$ cat config.mk
export PLATFORM = sky130hd
export DESIGN_NAME = string_to_char16_decoder
export DESIGN_NICKNAME = d
export VERILOG_FILES = /design/src/rtl/s2c16_pkg.sv /design/src/rtl/s2c16_front.sv /design/src/rtl/s2c16_queue.sv /design/src/rtl/s2c16_back.sv /design/src/rtl/string_to_char16_decoder.sv
export VERILOG_INCLUDE_DIRS = /design/src /design/src/rtl
export SDC_FILE = /design/constraint.sdc
export NUM_CORES = 1
export LEC_CHECK = 0
export BUFFER_PORTS_ARGS = -buffer_cell sky130_fd_sc_hd__buf_2
export CORE_ASPECT_RATIO = 1.4
export CORE_MARGIN = 2
export CORE_UTILIZATION = 54
export CTS_CLUSTER_DIAMETER = 60
export DETAILED_ROUTE_END_ITERATION = 16
export PLACE_DENSITY = 0.78
export REMOVE_ABC_BUFFERS = 1
export SYNTH_ARGS = -nofsm -noshare
export SYNTH_HDL_FRONTEND = slang
export SYNTH_SLANG_ARGS = --single-unit
$ cat constraint.sdc
create_clock -name clk -period 3 [get_ports clk]
set_clock_uncertainty 0.15 [all_clocks]
set_input_delay 0.3 -clock clk [delete_from_list [all_inputs] [get_ports clk]]
set_output_delay 0.3 -clock clk [all_outputs]
set_load 0.02 [all_outputs]
$ cat src/rtl/string_to_char16_decoder_assert.svh
// ----------------------------------------------------------------------------
// string_to_char16_decoder assertion macros
// concurrent checks sampled on the rising clock edge, muted during reset
// ----------------------------------------------------------------------------
`ifndef STRING_TO_CHAR16_DECODER_ASSERT_SVH
`define STRING_TO_CHAR16_DECODER_ASSERT_SVH

// same-cycle implication
`define S2C_ASSERT_IMP(label, clk, rst, ante, cons, msg) \
  label: assert property (@(posedge clk) disable iff (rst) (ante) |-> (cons)) \
    else $error(msg);

// next-cycle implication
`define S2C_ASSERT_NXT(label, clk, rst, ante, cons, msg) \
  label: assert property (@(posedge clk) disable iff (rst) (ante) |=> (cons)) \
    else $error(msg);

`endif

$ cat src/rtl/s2c16_pkg.sv
// ----------------------------------------------------------------------------
// s2c16_pkg
// shared types and codes of the escape-coded string to 16-bit char decoder
// ----------------------------------------------------------------------------
`default_nettype none

package s2c16_pkg;

  // special byte codes
  localparam logic [7:0] SubCode    = 8'h1A;
  localparam logic [7:0] SoCode     = 8'h0E;
  localparam logic [7:0] SiCode     = 8'h0F;
  localparam logic [7:0] EscCode    = 8'hFF;
  localparam logic [7:0] AtCode     = 8'h40;
  localparam logic [7:0] SlashCode  = 8'h2F;
  localparam logic [7:0] SpaceCode  = 8'h20;
  localparam logic [7:0] DelCode    = 8'h7F;
  localparam logic [7:0] HighBit    = 8'h80;
  localparam logic [7:0] PrivateSet = 8'h20;

  // queue between front and back
  localparam int unsigned QueueDepth = 4;
  localparam int unsigned QueuePtrW  = $clog2(QueueDepth);
  localparam int unsigned QueueCntW  = $clog2(QueueDepth + 1);

  // configuration register indexes
  typedef enum logic [0:0] {
    CFG_SEVEN_BIT   = 1'b0,
    CFG_PRIVATE_SET = 1'b1
  } cfg_index_t;

  typedef struct packed {
    logic seven_bit_format;
    logic start_in_private_set;
  } cfg_t;

  // one decoded byte: optional SUB char first, then optional char
  typedef struct packed {
    logic        emit_sub;
    logic        emit_char;
    logic [15:0] code_word;
  } queue_entry_t;

  typedef struct packed {
    logic full;
    logic empty;
  } queue_status_t;

endpackage

`default_nettype wire

$ cat src/rtl/s2c16_front.sv
// ----------------------------------------------------------------------------
// s2c16_front
// accepts raw bytes, tracks escape/shift/stringlet state, queues results
// ----------------------------------------------------------------------------
`default_nettype none

module s2c16_front import s2c16_pkg::*; (
  input  wire logic          clk,
  input  wire logic          rst,
  input  wire cfg_t          cfg,
  input  wire logic          in_valid,
  output logic               in_ready,
  input  wire logic [7:0]    in_byte,
  input  wire queue_status_t q_status,
  output logic               push,
  output queue_entry_t       push_entry
);

  logic       fresh, fresh_next;
  logic [7:0] current_set, current_set_next;
  logic       shift_out_active, shift_out_active_next;
  logic       sub_pending, sub_pending_next;
  logic       escape_seen, escape_seen_next;
  logic       expect_set_byte, expect_set_byte_next;
  logic       two_byte_mode, two_byte_mode_next;

  logic       accept;
  logic [7:0] set_eff;
  logic [7:0] ch;
  logic       consumed;
  logic       emit_sub;
  logic       emit_char;
  logic [15:0] code_word;

  assign in_ready = !q_status.full;
  assign accept   = in_valid && in_ready;

  // decode of one byte
  always_comb begin
    set_eff               = (fresh && cfg.start_in_private_set) ? PrivateSet : current_set;
    fresh_next            = 1'b0;
    current_set_next      = set_eff;
    shift_out_active_next = shift_out_active;
    sub_pending_next      = 1'b0;
    escape_seen_next      = escape_seen;
    expect_set_byte_next  = expect_set_byte;
    two_byte_mode_next    = two_byte_mode;
    ch                    = in_byte;
    consumed              = 1'b0;
    emit_sub              = 1'b0;
    emit_char             = 1'b0;
    code_word             = {set_eff, in_byte};

    // resolve a pending SUB
    if (sub_pending) begin
      if (in_byte == AtCode) begin
        ch = 8'h00;
      end else if (in_byte == SlashCode) begin
        ch = EscCode;
      end else begin
        emit_sub = 1'b1;
      end
    end

    // shift-out and seven-bit controls
    priority if (shift_out_active && ch > SpaceCode && ch < DelCode) begin
      ch = ch | HighBit;
    end else if (cfg.seven_bit_format) begin
      priority if (ch == SubCode) begin
        sub_pending_next = 1'b1;
        consumed         = 1'b1;
      end else if (ch == SoCode) begin
        shift_out_active_next = 1'b1;
        consumed              = 1'b1;
      end else if (ch == SiCode) begin
        shift_out_active_next = 1'b0;
        consumed              = 1'b1;
      end else begin
      end
    end else begin
    end

    // escape, stringlet and plain characters
    if (!consumed) begin
      priority if (escape_seen) begin
        if (expect_set_byte) begin
          expect_set_byte_next = 1'b0;
          if (ch != EscCode) begin
            current_set_next   = ch;
            escape_seen_next   = 1'b0;
            two_byte_mode_next = 1'b0;
          end
        end else begin
          escape_seen_next     = 1'b0;
          two_byte_mode_next   = 1'b1;
          expect_set_byte_next = 1'b1;
        end
      end else if (ch == EscCode) begin
        escape_seen_next     = 1'b1;
        expect_set_byte_next = 1'b1;
      end else if (two_byte_mode) begin
        if (expect_set_byte) begin
          current_set_next     = ch;
          expect_set_byte_next = 1'b0;
        end else begin
          expect_set_byte_next = 1'b1;
          emit_char            = 1'b1;
          code_word            = {set_eff, ch};
        end
      end else if (ch <= SpaceCode) begin
        emit_char = 1'b1;
        code_word = {8'h00, ch};
      end else begin
        emit_char = 1'b1;
        code_word = {set_eff, ch};
      end
    end
  end

  assign push                 = accept && (emit_sub || emit_char);
  assign push_entry.emit_sub  = emit_sub;
  assign push_entry.emit_char = emit_char;
  assign push_entry.code_word = code_word;

  // decoder state
  always_ff @(posedge clk) begin
    if (rst) begin
      fresh            <= 1'b1;
      current_set      <= 8'h00;
      shift_out_active <= 1'b0;
      sub_pending      <= 1'b0;
      escape_seen      <= 1'b0;
      expect_set_byte  <= 1'b0;
      two_byte_mode    <= 1'b0;
    end else if (accept) begin
      fresh            <= fresh_next;
      current_set      <= current_set_next;
      shift_out_active <= shift_out_active_next;
      sub_pending      <= sub_pending_next;
      escape_seen      <= escape_seen_next;
      expect_set_byte  <= expect_set_byte_next;
      two_byte_mode    <= two_byte_mode_next;
    end
  end

endmodule

`default_nettype wire

$ cat src/rtl/s2c16_queue.sv
// ----------------------------------------------------------------------------
// s2c16_queue
// short register queue of decoded entries between front and back
// ----------------------------------------------------------------------------
`default_nettype none

module s2c16_queue import s2c16_pkg::*; (
  input  wire logic          clk,
  input  wire logic          rst,
  input  wire logic          push,
  input  wire queue_entry_t  push_entry,
  input  wire logic          pop,
  output queue_entry_t       head,
  output queue_status_t      status
);

  queue_entry_t               entries [QueueDepth];
  logic [QueuePtrW-1:0]       wr_ptr;
  logic [QueuePtrW-1:0]       rd_ptr;
  logic [QueueCntW-1:0]       count;

  assign status.full  = (count == QueueCntW'(QueueDepth));
  assign status.empty = (count == '0);
  assign head         = entries[rd_ptr];

  // entry storage
  always_ff @(posedge clk) begin
    if (push) begin
      entries[wr_ptr] <= push_entry;
    end
  end

  // pointers and fill count
  always_ff @(posedge clk) begin
    if (rst) begin
      wr_ptr <= '0;
      rd_ptr <= '0;
      count  <= '0;
    end else begin
      if (push) begin
        wr_ptr <= wr_ptr + 1'b1;
      end
      if (pop) begin
        rd_ptr <= rd_ptr + 1'b1;
      end
      unique case ({push, pop})
        2'b10:   count <= count + 1'b1;
        2'b01:   count <= count - 1'b1;
        default: count <= count;
      endcase
    end
  end

endmodule

`default_nettype wire

$ cat src/rtl/s2c16_back.sv
// ----------------------------------------------------------------------------
// s2c16_back
// expands queued entries into one or two output chars, registered output
// ----------------------------------------------------------------------------
`default_nettype none
`include "string_to_char16_decoder_assert.svh"

module s2c16_back import s2c16_pkg::*; (
  input  wire logic          clk,
  input  wire logic          rst,
  input  wire queue_entry_t  head,
  input  wire queue_status_t q_status,
  output logic               pop,
  output logic               out_valid,
  input  wire logic          out_ready,
  output logic [15:0]        out_char,
  output logic               out_last
);

  logic        hold_valid;
  logic [15:0] hold_char;
  logic        load;

  // output register free or being drained
  assign load = !out_valid || out_ready;
  assign pop  = load && !hold_valid && !q_status.empty;

  // output control
  always_ff @(posedge clk) begin
    if (rst) begin
      out_valid  <= 1'b0;
      hold_valid <= 1'b0;
    end else if (load) begin
      if (hold_valid) begin
        out_valid  <= 1'b1;
        hold_valid <= 1'b0;
      end else if (!q_status.empty) begin
        out_valid  <= 1'b1;
        hold_valid <= head.emit_sub && head.emit_char;
      end else begin
        out_valid  <= 1'b0;
      end
    end
  end

  // output payload
  always_ff @(posedge clk) begin
    if (load) begin
      if (hold_valid) begin
        out_char <= hold_char;
        out_last <= 1'b1;
      end else if (head.emit_sub) begin
        out_char  <= {8'h00, SubCode};
        out_last  <= !head.emit_char;
        hold_char <= head.code_word;
      end else begin
        out_char <= head.code_word;
        out_last <= 1'b1;
      end
    end
  end

  // a held char always sits behind a shown SUB that is not last
  `S2C_ASSERT_IMP(a_hold_behind_sub, clk, rst, hold_valid,
    out_valid && !out_last && out_char == {8'h00, SubCode}, "held char without SUB in front")
  // no entry is taken while a held char waits or the output is blocked
  `S2C_ASSERT_IMP(a_pop_gated, clk, rst, pop,
    (!out_valid || out_ready) && !hold_valid, "queue popped while output busy")
  // draining the SUB brings the held char next, marked last
  `S2C_ASSERT_NXT(a_hold_follows, clk, rst, out_valid && out_ready && hold_valid,
    out_valid && out_last && !hold_valid, "held char not shown after SUB")
  // a last result never leaves a held char behind
  `S2C_ASSERT_IMP(a_last_clears_hold, clk, rst, out_valid && out_last, !hold_valid,
    "last result with char still held")

endmodule

`default_nettype wire

$ cat src/rtl/string_to_char16_decoder.sv
// ----------------------------------------------------------------------------
// string_to_char16_decoder
// escape-coded byte string to 16-bit {set, code} characters
// ----------------------------------------------------------------------------
//  channel  | direction | handshake              | payload
//  s_axis   | in        | s_axis_tvalid/tready   | tdata[7:0] in_byte
//  m_axis   | out       | m_axis_tvalid/tready   | tdata[15:0] out_char, tlast last
//  cfg      | in        | cfg_valid/cfg_ready    | cfg_index, cfg_data
//
//  one byte is accepted per cycle while the queue is not full; the front decodes it in that same cycle
//  a result is written to a queue entry and then to the output register before it is presented on m_axis
//  a byte with two results (SUB then another byte) holds the output for both
//  results; the 4-entry queue absorbs this, so input stalls only when full
//  rst is synchronous; it clears configuration and decoder state to zero and
//  marks the next byte as the first one for the start-set choice
//  bytes that give no result (escape, set, SO/SI) produce no item
// ----------------------------------------------------------------------------
`default_nettype none

module string_to_char16_decoder import s2c16_pkg::*; (
  input  wire logic        clk,
  input  wire logic        rst,
  input  wire logic        s_axis_tvalid,
  output logic             s_axis_tready,
  input  wire logic [7:0]  s_axis_tdata,   // [7:0] in_byte
  output logic             m_axis_tvalid,
  input  wire logic        m_axis_tready,
  output logic [15:0]      m_axis_tdata,   // [15:0] out_char
  output logic             m_axis_tlast,
  input  wire logic        cfg_valid,
  output logic             cfg_ready,
  input  wire logic [0:0]  cfg_index,
  input  wire logic        cfg_data
);

  cfg_t          cfg;
  logic          push;
  logic          pop;
  queue_entry_t  push_entry;
  queue_entry_t  head;
  queue_status_t q_status;

  assign cfg_ready = 1'b1;

  // configuration registers
  always_ff @(posedge clk) begin
    if (rst) begin
      cfg <= '0;
    end else if (cfg_valid) begin
      unique case (cfg_index)
        CFG_SEVEN_BIT:   cfg.seven_bit_format     <= cfg_data;
        CFG_PRIVATE_SET: cfg.start_in_private_set <= cfg_data;
        default:         cfg <= cfg;
      endcase
    end
  end

  s2c16_front u_front (
    .clk        (clk),
    .rst        (rst),
    .cfg        (cfg),
    .in_valid   (s_axis_tvalid),
    .in_ready   (s_axis_tready),
    .in_byte    (s_axis_tdata),
    .q_status   (q_status),
    .push       (push),
    .push_entry (push_entry)
  );

  s2c16_queue u_queue (
    .clk        (clk),
    .rst        (rst),
    .push       (push),
    .push_entry (push_entry),
    .pop        (pop),
    .head       (head),
    .status     (q_status)
  );

  s2c16_back u_back (
    .clk       (clk),
    .rst       (rst),
    .head      (head),
    .q_status  (q_status),
    .pop       (pop),
    .out_valid (m_axis_tvalid),
    .out_ready (m_axis_tready),
    .out_char  (m_axis_tdata),
    .out_last  (m_axis_tlast)
  );

endmodule

`default_nettype wire

==> results of run 1 <==
## timing repair
action	in CTS	in global routing
resized for setup	0	4
hold buffers	1	0
endpoints found under the hold margin	2	0
setup endpoints to repair	0	1
## per-layer routing
metal / wire length (um) / GRT usage, % / vias up
met5: 0 / 0 / -
met4: 383 / 12.2 / 0
met3: 465 / 5.69 / 29
met2: 5860 / 36.1 / 127
met1: 4250 / 22.8 / 1706
li1: - / - / 1627
## Yosys cell counts, types with 4 or more instances
master	count
or3_1	8
nor2b_1	4
nand4_1	6
clkbuf_1	21
and3_1	5
ha_1	5
buf_2	5
a2111o_1	7
mux2i_1	5
nor3_1	6
dfxtp_1	27
edfxtp_1	105
mux4_2	17
o21ai_0	19
nand2_1	41
a21oi_1	11
inv_1	15
nand3_1	8
and2_1	7
nor2_1	29
nand2b_1	4
## final timing paths
path                    start                to  slack, ns  cells past startpoint
max reg2reg  u_queue.count[0]  u_queue.count[2]       0.14                     11
min reg2reg            cfg[0]            cfg[0]       0.32                      2
max          u_queue.count[0]  u_queue.count[2]       0.14                     11
min                 cfg_index            cfg[0]       0.02                      3
## cell usage in the layout, fill, tap and decap left out, types with 2 or more instances in the layout
master	n
edfxtp_1	105
a21oi_1	11
nand3_1	8
or3_1	8
and2_1	6
dfxtp_1	25
mux2_2	2
clkinv_1	3
buf_4	26
o21ai_0	19
a21o_1	3
o31ai_1	3
nor2_1	29
clkbuf_16	17
or4_4	2
bufinv_16	5
xor2_1	3
dfxtp_2	2
buf_2	33
clkinv_2	2
nor3_1	5
nand4_1	6
nand2b_1	4
a2111o_1	7
clkinvlp_4	3
inv_1	15
ha_1	5
nor2b_1	4
nand2_1	41
mux4_2	17
nor3b_1	2
o211ai_1	3
mux2i_1	5
and3_1	5
## worst max-delay path, cell delays in order (launching register included)
cell and delay [ns]:
dfxtp_2 0.34, or3b_4 0.40, and2_4 0.18, and3_1 0.17, a21o_1 0.22, inv_2 0.07
ha_1 0.15, inv_1 0.06, fa_1 0.43, xor2_1 0.16, or3_1 0.30, a21oi_1 0.14
## layout make-up
cell class / instances / area share, %
inverter: 16 / 0.899
tap: 138 / 2.58
timing repair buffer: 60 / 5.54
clock buffer: 17 / 6.37
sequential: 132 / 55.3
multi-input combinational: 231 / 26.1
clock inverter: 15 / 3.16
## through the flow
step	utilization (%)	area [sq um]	TNS, ns	hold slack (ns)
after global routing	65.2	6680	0	0.0325
after global placement	58.9	6030	-0.122	0.298
after detailed placement	58.9	6030	-0.174	0.314
after floorplan	-	5490	-2.68	0.219
after CTS	65.2	6670	0	0.00688
final	65.2	6680	0	0.0201
## cell families (layout without fill, tap and decap cells)
logic type / Yosys count / after routing / share of synthesized area (%)
mux: 25 / 25 / 8.30
xor+xnor: 4 / 4 / 0.623
flops: 132 / 132 / 65.7
other cells: 1 / 1 / 0.0667
buf+inv: 46 / 108 / 3.45
fa+ha+maj: 6 / 6 / 1.47
compound gates: 63 / 63 / 8.37
simple gates: 132 / 132 / 12.0
## power by group through the flow
stage | Sequential [mW] | Clock, mW | Combinational [mW]
4_1_cts | 2.57 | 2.23 | 1.35
2_1_floorplan | 2.80 | 0 | 0.642
5_1_grt | 2.61 | 2.31 | 1.46
6_report | 2.57 | 2.21 | 1.34
3_3_place_gp | 2.58 | 0 | 1.27
3_5_place_dp | 2.60 | 0 | 1.32
## flip-flops by register name, indices dropped and copies added (netlist names), named ones only
signal / flops
u_back.out_char: 16
u_front.expect_set_byte: 1
u_queue.entries: 72
u_front.sub_pending: 1
u_front.current_set: 8
cfg: 2
u_back.hold_valid: 1
u_front.shift_out_active: 1
u_back.out_last: 1
u_back.out_valid: 1
u_front.two_byte_mode: 1
u_back.hold_char: 16
u_queue.wr_ptr: 2
u_queue.rd_ptr: 2
u_front.fresh: 1
u_queue.count: 3
u_front.escape_seen: 1
==> impl_results.md, run 1 <==
* Fillers at 746
* PwrDens at 915 nW/um^2
* Ant. Diodes at 0
* Total GRT Usage at 20.8%
* H-Tree Depth at 4
* Max cap viols at 0
* Placement Setup Slack at -0.172 ns
* #FFs+latches synth at 132
* Switching pwr at 1.68 mW
* Max_slew headroom at 31.7%
* Clock Power Share at 36.2%
* Max clock buf depth at 2
* Pre-antenna DRT Iters at 5
* Num ports at 35
* Width of the die at 90.2 um
* Worst-Skew Late Latency at 0.41 ns
* Leakage power at 2.36 nW
* Multi-input gate area at about 1700 sq um
* Crit path kind: flip-flop to flip-flop
* Clk root buf: clkbuf_16
* Flop pwr share at 42.0%
* Post-DRT Antenna Nets at 0
* Final Max Slew Viols at 0
* Fin cells at 609
* Final WS setup at 0.144 ns
* FF+latch area at between 3000 and 4000 sq um
* Setup violation total in the final timing report at 0
* Area of the mapped netlist at 5620 sq um
* Die Ht at 125 um
* Final hold violation count at 0
* Clock Sinks at 132
* Post-synthesis sequential area ratio at 65.7%
* Post-synth ARST share at 0%
* Detailed-route via count at 3,489
* Fmax at 350 MHz
* Layout cells sized above 1 at roughly a quarter
* Final GP Congestion at 0.882
* Syn Area/Cell at 13.7 sq um
* Sw Ratio at 27.5%
* Yosys top cell area share at a little under three fifths
* WP data arrival at 3.04 ns
* Logic pwr share at 21.9%
* Largest net degree at the start of global routing at 37
* Worst-path clk slew at 0.05 ns
* Crit share post-route at 95.2%
* Post-CTS setup buffer count at 0
* Wirelength per Cell at 18.0 um
* Crit. End Element: flip-flop
* Residual DRC count at 0
* Maximum VDD drop at around 0.44 mV
* Startpoint Class: flip-flop
* Core Region at 10,200 sq um
* Vias/cell at ~5.7
* Ys flop type: edfxtp_1
* Dpl cells at 576
* Post-synth EDFFs at about 110
* DRT iter0 DRCs at 225
* First-pass GRT wire length at 17,900 um
* Synthesized instance count at slightly above 400
* P&R area growth vs syn at 18.8%
* # port buffers at 33
* Final WL at 11,000 um
* Warnings, synthesis at 0
* Overall Power at just over 6 mW
* Synth top area cells: edfxtp_1 (56%), dfxtp_1 (9.6%), mux4_2 (6.8%), nand2_1 (2.7%), nor2_1 (1.9%)
* Placed wire-length estimate at 6970 um
* Dominant cell type by area after synthesis: edfxtp_1
* Starting Density at 54.9%
* Min Clock Period, post-route at 2.86 ns
* RSZ-0062 raised after global routing: false
* CTS tree: yes
* Synth unique cells at 63
* Row count at 44
* DIE AREA at 11,300 sq um
* Vias in the first global route at 3,592
* CP required at 3.18 ns
* Worst hold path type: primary input to flip-flop
* Internal power at between 4 and 5 mW
* Initial antenna violation count at 0
* Worst Max-Slew Pin Slew at 1.02 ns
* Critical Path Fanout Max at 4
* CTS Buf Count at 17
* Congestion Overflow GR at 0
* Status: finished clean
* Nets at 479
(Power assumes the default switching activity.)
==> run 2, diff against run 1 <==
- ABC_AREA: not set -> 1
- GPL_ROUTABILITY_DRIVEN: not set -> 0
==> impl_results.md, run 2 <==
* Setup violation total in the final timing report at 0
* PwrDens at approximately 980 nW/um^2
* Nets at approximately 550
* Worst-Skew Late Latency at 0.41 ns
* Final WS setup at 0.201 ns
* Initial antenna violation count at 0
* Synthesized instance count at ~490
* CTS Buf Count at 17
* Final hold violation count at 0
* H-Tree Depth at 4
* Most frequent cells in the layout: edfxtp_1 (105), nand2_1 (63), nor2_1 (60)
* Max_slew headroom at a little under half
* Worst Max-Slew Pin Slew at 0.785 ns
* Fillers at 743
* Largest regs: u_queue.entries (72), u_back.hold_char (16), u_back.out_char (16)
* Vias/cell at 5.63
* Worst hold path type: primary input to flip-flop
* Top Layer Used: met4
* Placement Setup Slack at 0.00647 ns
* Post-DRT Antenna Nets at 0
* Clk root buf: clkbuf_16
* Vias in the first global route at roughly 3,800
* Die Ht at 123 um
* Residual DRC count at 0
* Crit. End Element: flip-flop
* RSZ-0062 raised after global routing: false
* Most common cell after layout, fill and taps aside: edfxtp_1
* Ys flop type: edfxtp_1
* Warnings, synthesis at 0
* CP required at about 3.1 ns
* Total GRT Usage at 23.3%
* Overall Power at 6.32 mW
* Area of the mapped netlist at roughly 5400 sq um
* Worst-path clk slew at 0.05 ns
* Maximum VDD drop at 0.507 mV
* Pre-antenna DRT Iters at 8
* Largest net degree at the start of global routing at 37
* Clock Sinks at roughly 130
* Row count at 43
* Core Region at 9850 sq um
* Crit share post-route at 93.3%
* Routed met1 length at 4430 um
* Min Clock Period, post-route at 2.80 ns
* Congestion Overflow GR at 0
* Num ports at 35
* Commonest cells in the netlist: edfxtp_1 (105), nand2_1 (63), nor2_1 (61)
* Dominant cell type by area after synthesis: edfxtp_1
* CTS tree: yes
* Critical Path Fanout Max at 5
* Max clock buf depth at 2
* DIE AREA at 10,900 sq um
* Synth unique cells at 33
* # port buffers at 33
* Startpoint Class: flip-flop
* Top-count cell post-synth: edfxtp_1
* Leakage power at 2.45 nW
* Met2 routed WL at 6100 um
* Max cap viols at 0
* Number of flip-flops in the largest register at between 70 and 80
* #FFs+latches synth at about 130
* Width of the die at 88.9 um
* Crit path kind: flip-flop to flip-flop
* Fmax at between 300 and 400 MHz
* DRT iter0 DRCs at 417
* Starting Density at 55.3%
* Top reg by flops: u_queue.entries
* Synth top area cells: edfxtp_1 (58%), dfxtp_1 (9.9%), nand2_1 (4.3%), o21ai_0 (4.2%), nor2_1 (4.2%)
* Yosys top cell area share at 57.9%
* Layout cells sized above 1 at 18.2%
* Post-synthesis sequential area ratio at 67.8%
* P&R area growth vs syn at 18.1%
* Syn Area/Cell at 11.2 sq um
* Placed wire-length estimate at about 7300 um
* Final Max Slew Viols at 0
* Post-synth EDFFs at about 110
* Status: finished clean
* Wirelength per Cell at 17.2 um
* WP data arrival at 2.94 ns
* DR WL met3 at 761 um
* Post-synth ARST share at 0%
* Detailed-route via count at roughly 3,800
* Ant. Diodes at 0
* Final WL at 11,700 um
* First-pass GRT wire length at approximately 19,000 um
==> run 2: cell types whose count changed after synthesis, sizes merged, moves of 8 or more <==
cell / before / now
mux4: 17 / 0
inv: 16 / 39
o21ai: 19 / 51
nor2: 29 / 65
a22o: 0 / 13
or3: 8 / 0
a21oi: 12 / 39
nand2: 41 / 65
o22ai: 0 / 14
nand3: 8 / 17
==> run 2: layer usage <==
layer	track usage (%)	up-vias
li1	-	1810
met1	26.7	1804
met2	38.5	182
met3	6.99	33
met4	12.8	0
met5	0	-
==> run 2: metrics by stage <==
stage	setup TNS [ns]	area [sq um]	utilization, %	cells	hold WS, ns
after floorplan	-0.188	5340	-	462	0.219
after global placement	0	5810	59.0	647	0.302
after detailed placement	0	5810	59.0	647	0.305
after CTS	0	6420	65.2	680	0.00461
after global routing	0	6430	65.3	680	0.00482
final	0	6430	65.3	680	0.0124
==> run 2: report_power, final <==
group          leakage, nW  switching, mW  internal [mW]  total (mW)
Combinational        0.930           1.06          0.496        1.55
Clock                0.296          0.732           1.36        2.10
Sequential            1.22          0.139           2.53        2.67
==> run 2: kinds of logic after synthesis <==
group           share of synthesized area (%)
buf+inv                                  4.67
flops                                    67.8
other cells                            0.0689
fa+ha+maj                                1.52
simple gates                             12.3
compound gates                           13.7
==> run 2: final timing paths <==
| path | slack (ns) | start | to | cells after the start |
|---|---|---|---|---|
| max | 0.20 | u_front.sub_pending | u_queue.count[2] | 14 |
| min | 0.01 | cfg_data | cfg[0] | 3 |
| max reg2reg | 0.20 | u_front.sub_pending | u_queue.count[2] | 14 |
| min reg2reg | 0.32 | u_front.current_set[6] | u_front.current_set[6] | 2 |
==> run 2: what timing repair did <==
action,in CTS,in global routing
hold buffers,1,0
resized for setup,0,3
hold endpoints to repair,4,0
setup endpoints to repair,0,1
buffers inserted,0,0
==> run 2: worst max-delay path, stage by stage (launching register included) <==
cell and delay [ns]:
dfxtp_1 0.36, nand3_4 0.14, nand2_1 0.12, nor3_1 0.32
nand2_1 0.13, nand2_1 0.12, nor2_2 0.06, o21ai_4 0.12
ha_1 0.16, inv_1 0.07, fa_1 0.43, a21oi_1 0.16
o21ai_0 0.12, o21ai_0 0.17, a21oi_1 0.05
==> run 2: final cells by class <==
type,instances,area [sq um],share of cell area (%)
tap,135,169,2.63
clock inverter,10,130,2.02
inverter,41,154,2.39
sequential,132,3690,57.4
timing repair buffer,51,303,4.71
clock buffer,22,474,7.37
multi-input combinational,289,1510,23.4
==> run 3, diff against run 2 <==
- CORE_UTILIZATION: 54 -> 55
- CTS_BUF_LIST: not set -> sky130_fd_sc_hd__clkbuf_8
- CTS_CLUSTER_SIZE: not set -> 16
- PLACE_DENSITY: 0.78 -> 0.79
==> impl_results.md, run 3 (same netlist as run 2, synthesis figures left out) <==
* Startpoint Class: flip-flop
* Critical path launch point: cfg[1]
* Post-DRT Antenna Nets at 0
* Setup violation total in the final timing report at 0
* Worst hold path type: primary input to flip-flop
* Clock Sinks at 132
* Fin cells at 684
* Maximum VDD drop at 0.489 mV
* Placed wire-length estimate at 7080 um
* Clk root buf: clkbuf_8
* Worst-Skew Late Latency at 0.43 ns
* Core Region at 9790 sq um
* Number of flip-flops in the largest register at 72
* Die Ht at roughly 120 um
* WP data arrival at 2.88 ns
* Critical Path Fanout Max at 3
* Worst hold slack at around 0.031 ns
* Largest regs: u_queue.entries (72), u_back.hold_char (16), u_back.out_char (16)
* Fin util at 63.8%
* Most frequent cells in the layout: edfxtp_1 (105), nand2_1 (63), nor2_1 (61)
* Max_slew headroom at 51.2%
* Final WL at 10,400 um
* DIE AREA at 10,700 sq um
* Most common cell after layout, fill and taps aside: edfxtp_1
* Vias in the first global route at 3,689
* Total GRT Usage at between 20% and 30%
* Top reg by flops: u_queue.entries
* # port buffers at 33
* Final WS setup at 0.286 ns
* Hold Path Depth at 1
* Leakage power at roughly 2.4 nW
* P&R area growth vs syn at 14.8%
* Wirelength per Cell at about 15 um
* Detailed-route via count at 3,732
* Dpl cells at 647
* Path depth of the worst reg2reg path at 15
* CTS Hold Bufs at 5
* Ant. Diodes at 0
* Worst-path clk slew at about 0.070 ns
* Layout cells sized above 1 at 17.9%
* Pre-antenna DRT Iters at 5
* RSZ-0062 raised after global routing: false
* Worst Max-Slew Pin Slew at 0.732 ns
* Residual DRC count at 0
* Fmax at ~370 MHz
* Initial antenna violation count at 0
* Post-CTS setup buffer count at 0
* Placement Setup Slack at -0.00250 ns
* CTS tree: yes
* HP Start: s_axis_tdata[1]
* Min Clock Period, post-route at about 2.7 ns
* Num ports at 35
* Max cap viols at 0
* Post-cts resize count at 0
* CP required at 3.17 ns
* Crit path kind: flip-flop to flip-flop
* Crit. End Element: flip-flop
* Status: finished clean
* Vias/cell at about 5.5
* Starting Density at between 50% and 60%
* Width of the die at between 80 and 90 um
* First-pass GRT wire length at 17,100 um
* Max clock buf depth at 2
* H-Tree Depth at 4
* Final hold violation count at 0
* PwrDens at 898 nW/um^2
* DRT iter0 DRCs at 321
* Nets at 557
* CTS Buf Count at 17
* Final Max Slew Viols at 0
* Largest net degree at the start of global routing at 35
* Row count at 43
* R2r startpoint: cfg[1]
* Congestion Overflow GR at 0
* Crit share post-route at between 90% and 100%
==> run 3: report_power, final <==
part	total (mW)	internal [mW]	switching, mW
Clock	1.43	0.812	0.621
Combinational	1.53	0.504	1.02
Sequential	2.65	2.52	0.131
==> run 3: final cells by class <==
type / count / area, sq um
clock buffer: 21 / 289
clock inverter: 11 / 106
fill: 761 / 3540
inverter: 41 / 154
multi-input combinational: 289 / 1500
sequential: 132 / 3690
tap: 135 / 169
timing repair buffer: 55 / 343
==> run 3: routing by layer <==
| layer | share of wire (%) | track usage (%) |
|---|---|---|
| met2 | 54 | 38.1 |
| met1 | 38 | 23.0 |
| met3 | 4.8 | 5.22 |
| met5 | 0 | 0 |
| met4 | 3.1 | 11.1 |
==> run 3: worst max-delay path: stages (launching register included) <==
cell     delay [ns]
dfxtp_1        0.37
inv_1          0.07
nor2_1         0.16
nand4_1        0.11
a21oi_1        0.19
nand2_1        0.11
nand2_1        0.13
nor2_2         0.07
o21ai_4        0.13
ha_1           0.16
inv_1          0.07
fa_1           0.43
a21oi_1        0.14
o21ai_0        0.12
o21ai_0        0.15
a21oi_1        0.05
==> run 3: worst paths after layout <==
path / endpoint / slack, ns
max: u_queue.count[2] / 0.29
max reg2reg: u_queue.count[2] / 0.29
min reg2reg: u_front.current_set[6] / 0.32
min: u_queue.entries[2][1] / 0.03
==> run 3: stage by stage <==
| step | setup TNS [ns] | area [sq um] | total power, mW |
|---|---|---|---|
| 2_1_floorplan | -0.188 | 5340 | 3.69 |
| 3_3_place_gp | 0 | 5810 | 4.16 |
| 3_5_place_dp | -0.00250 | 5810 | 4.23 |
| 4_1_cts | 0 | 6250 | 5.66 |
| 5_1_grt | 0 | 6250 | 5.94 |
| 6_report | 0 | 6250 | 5.62 |
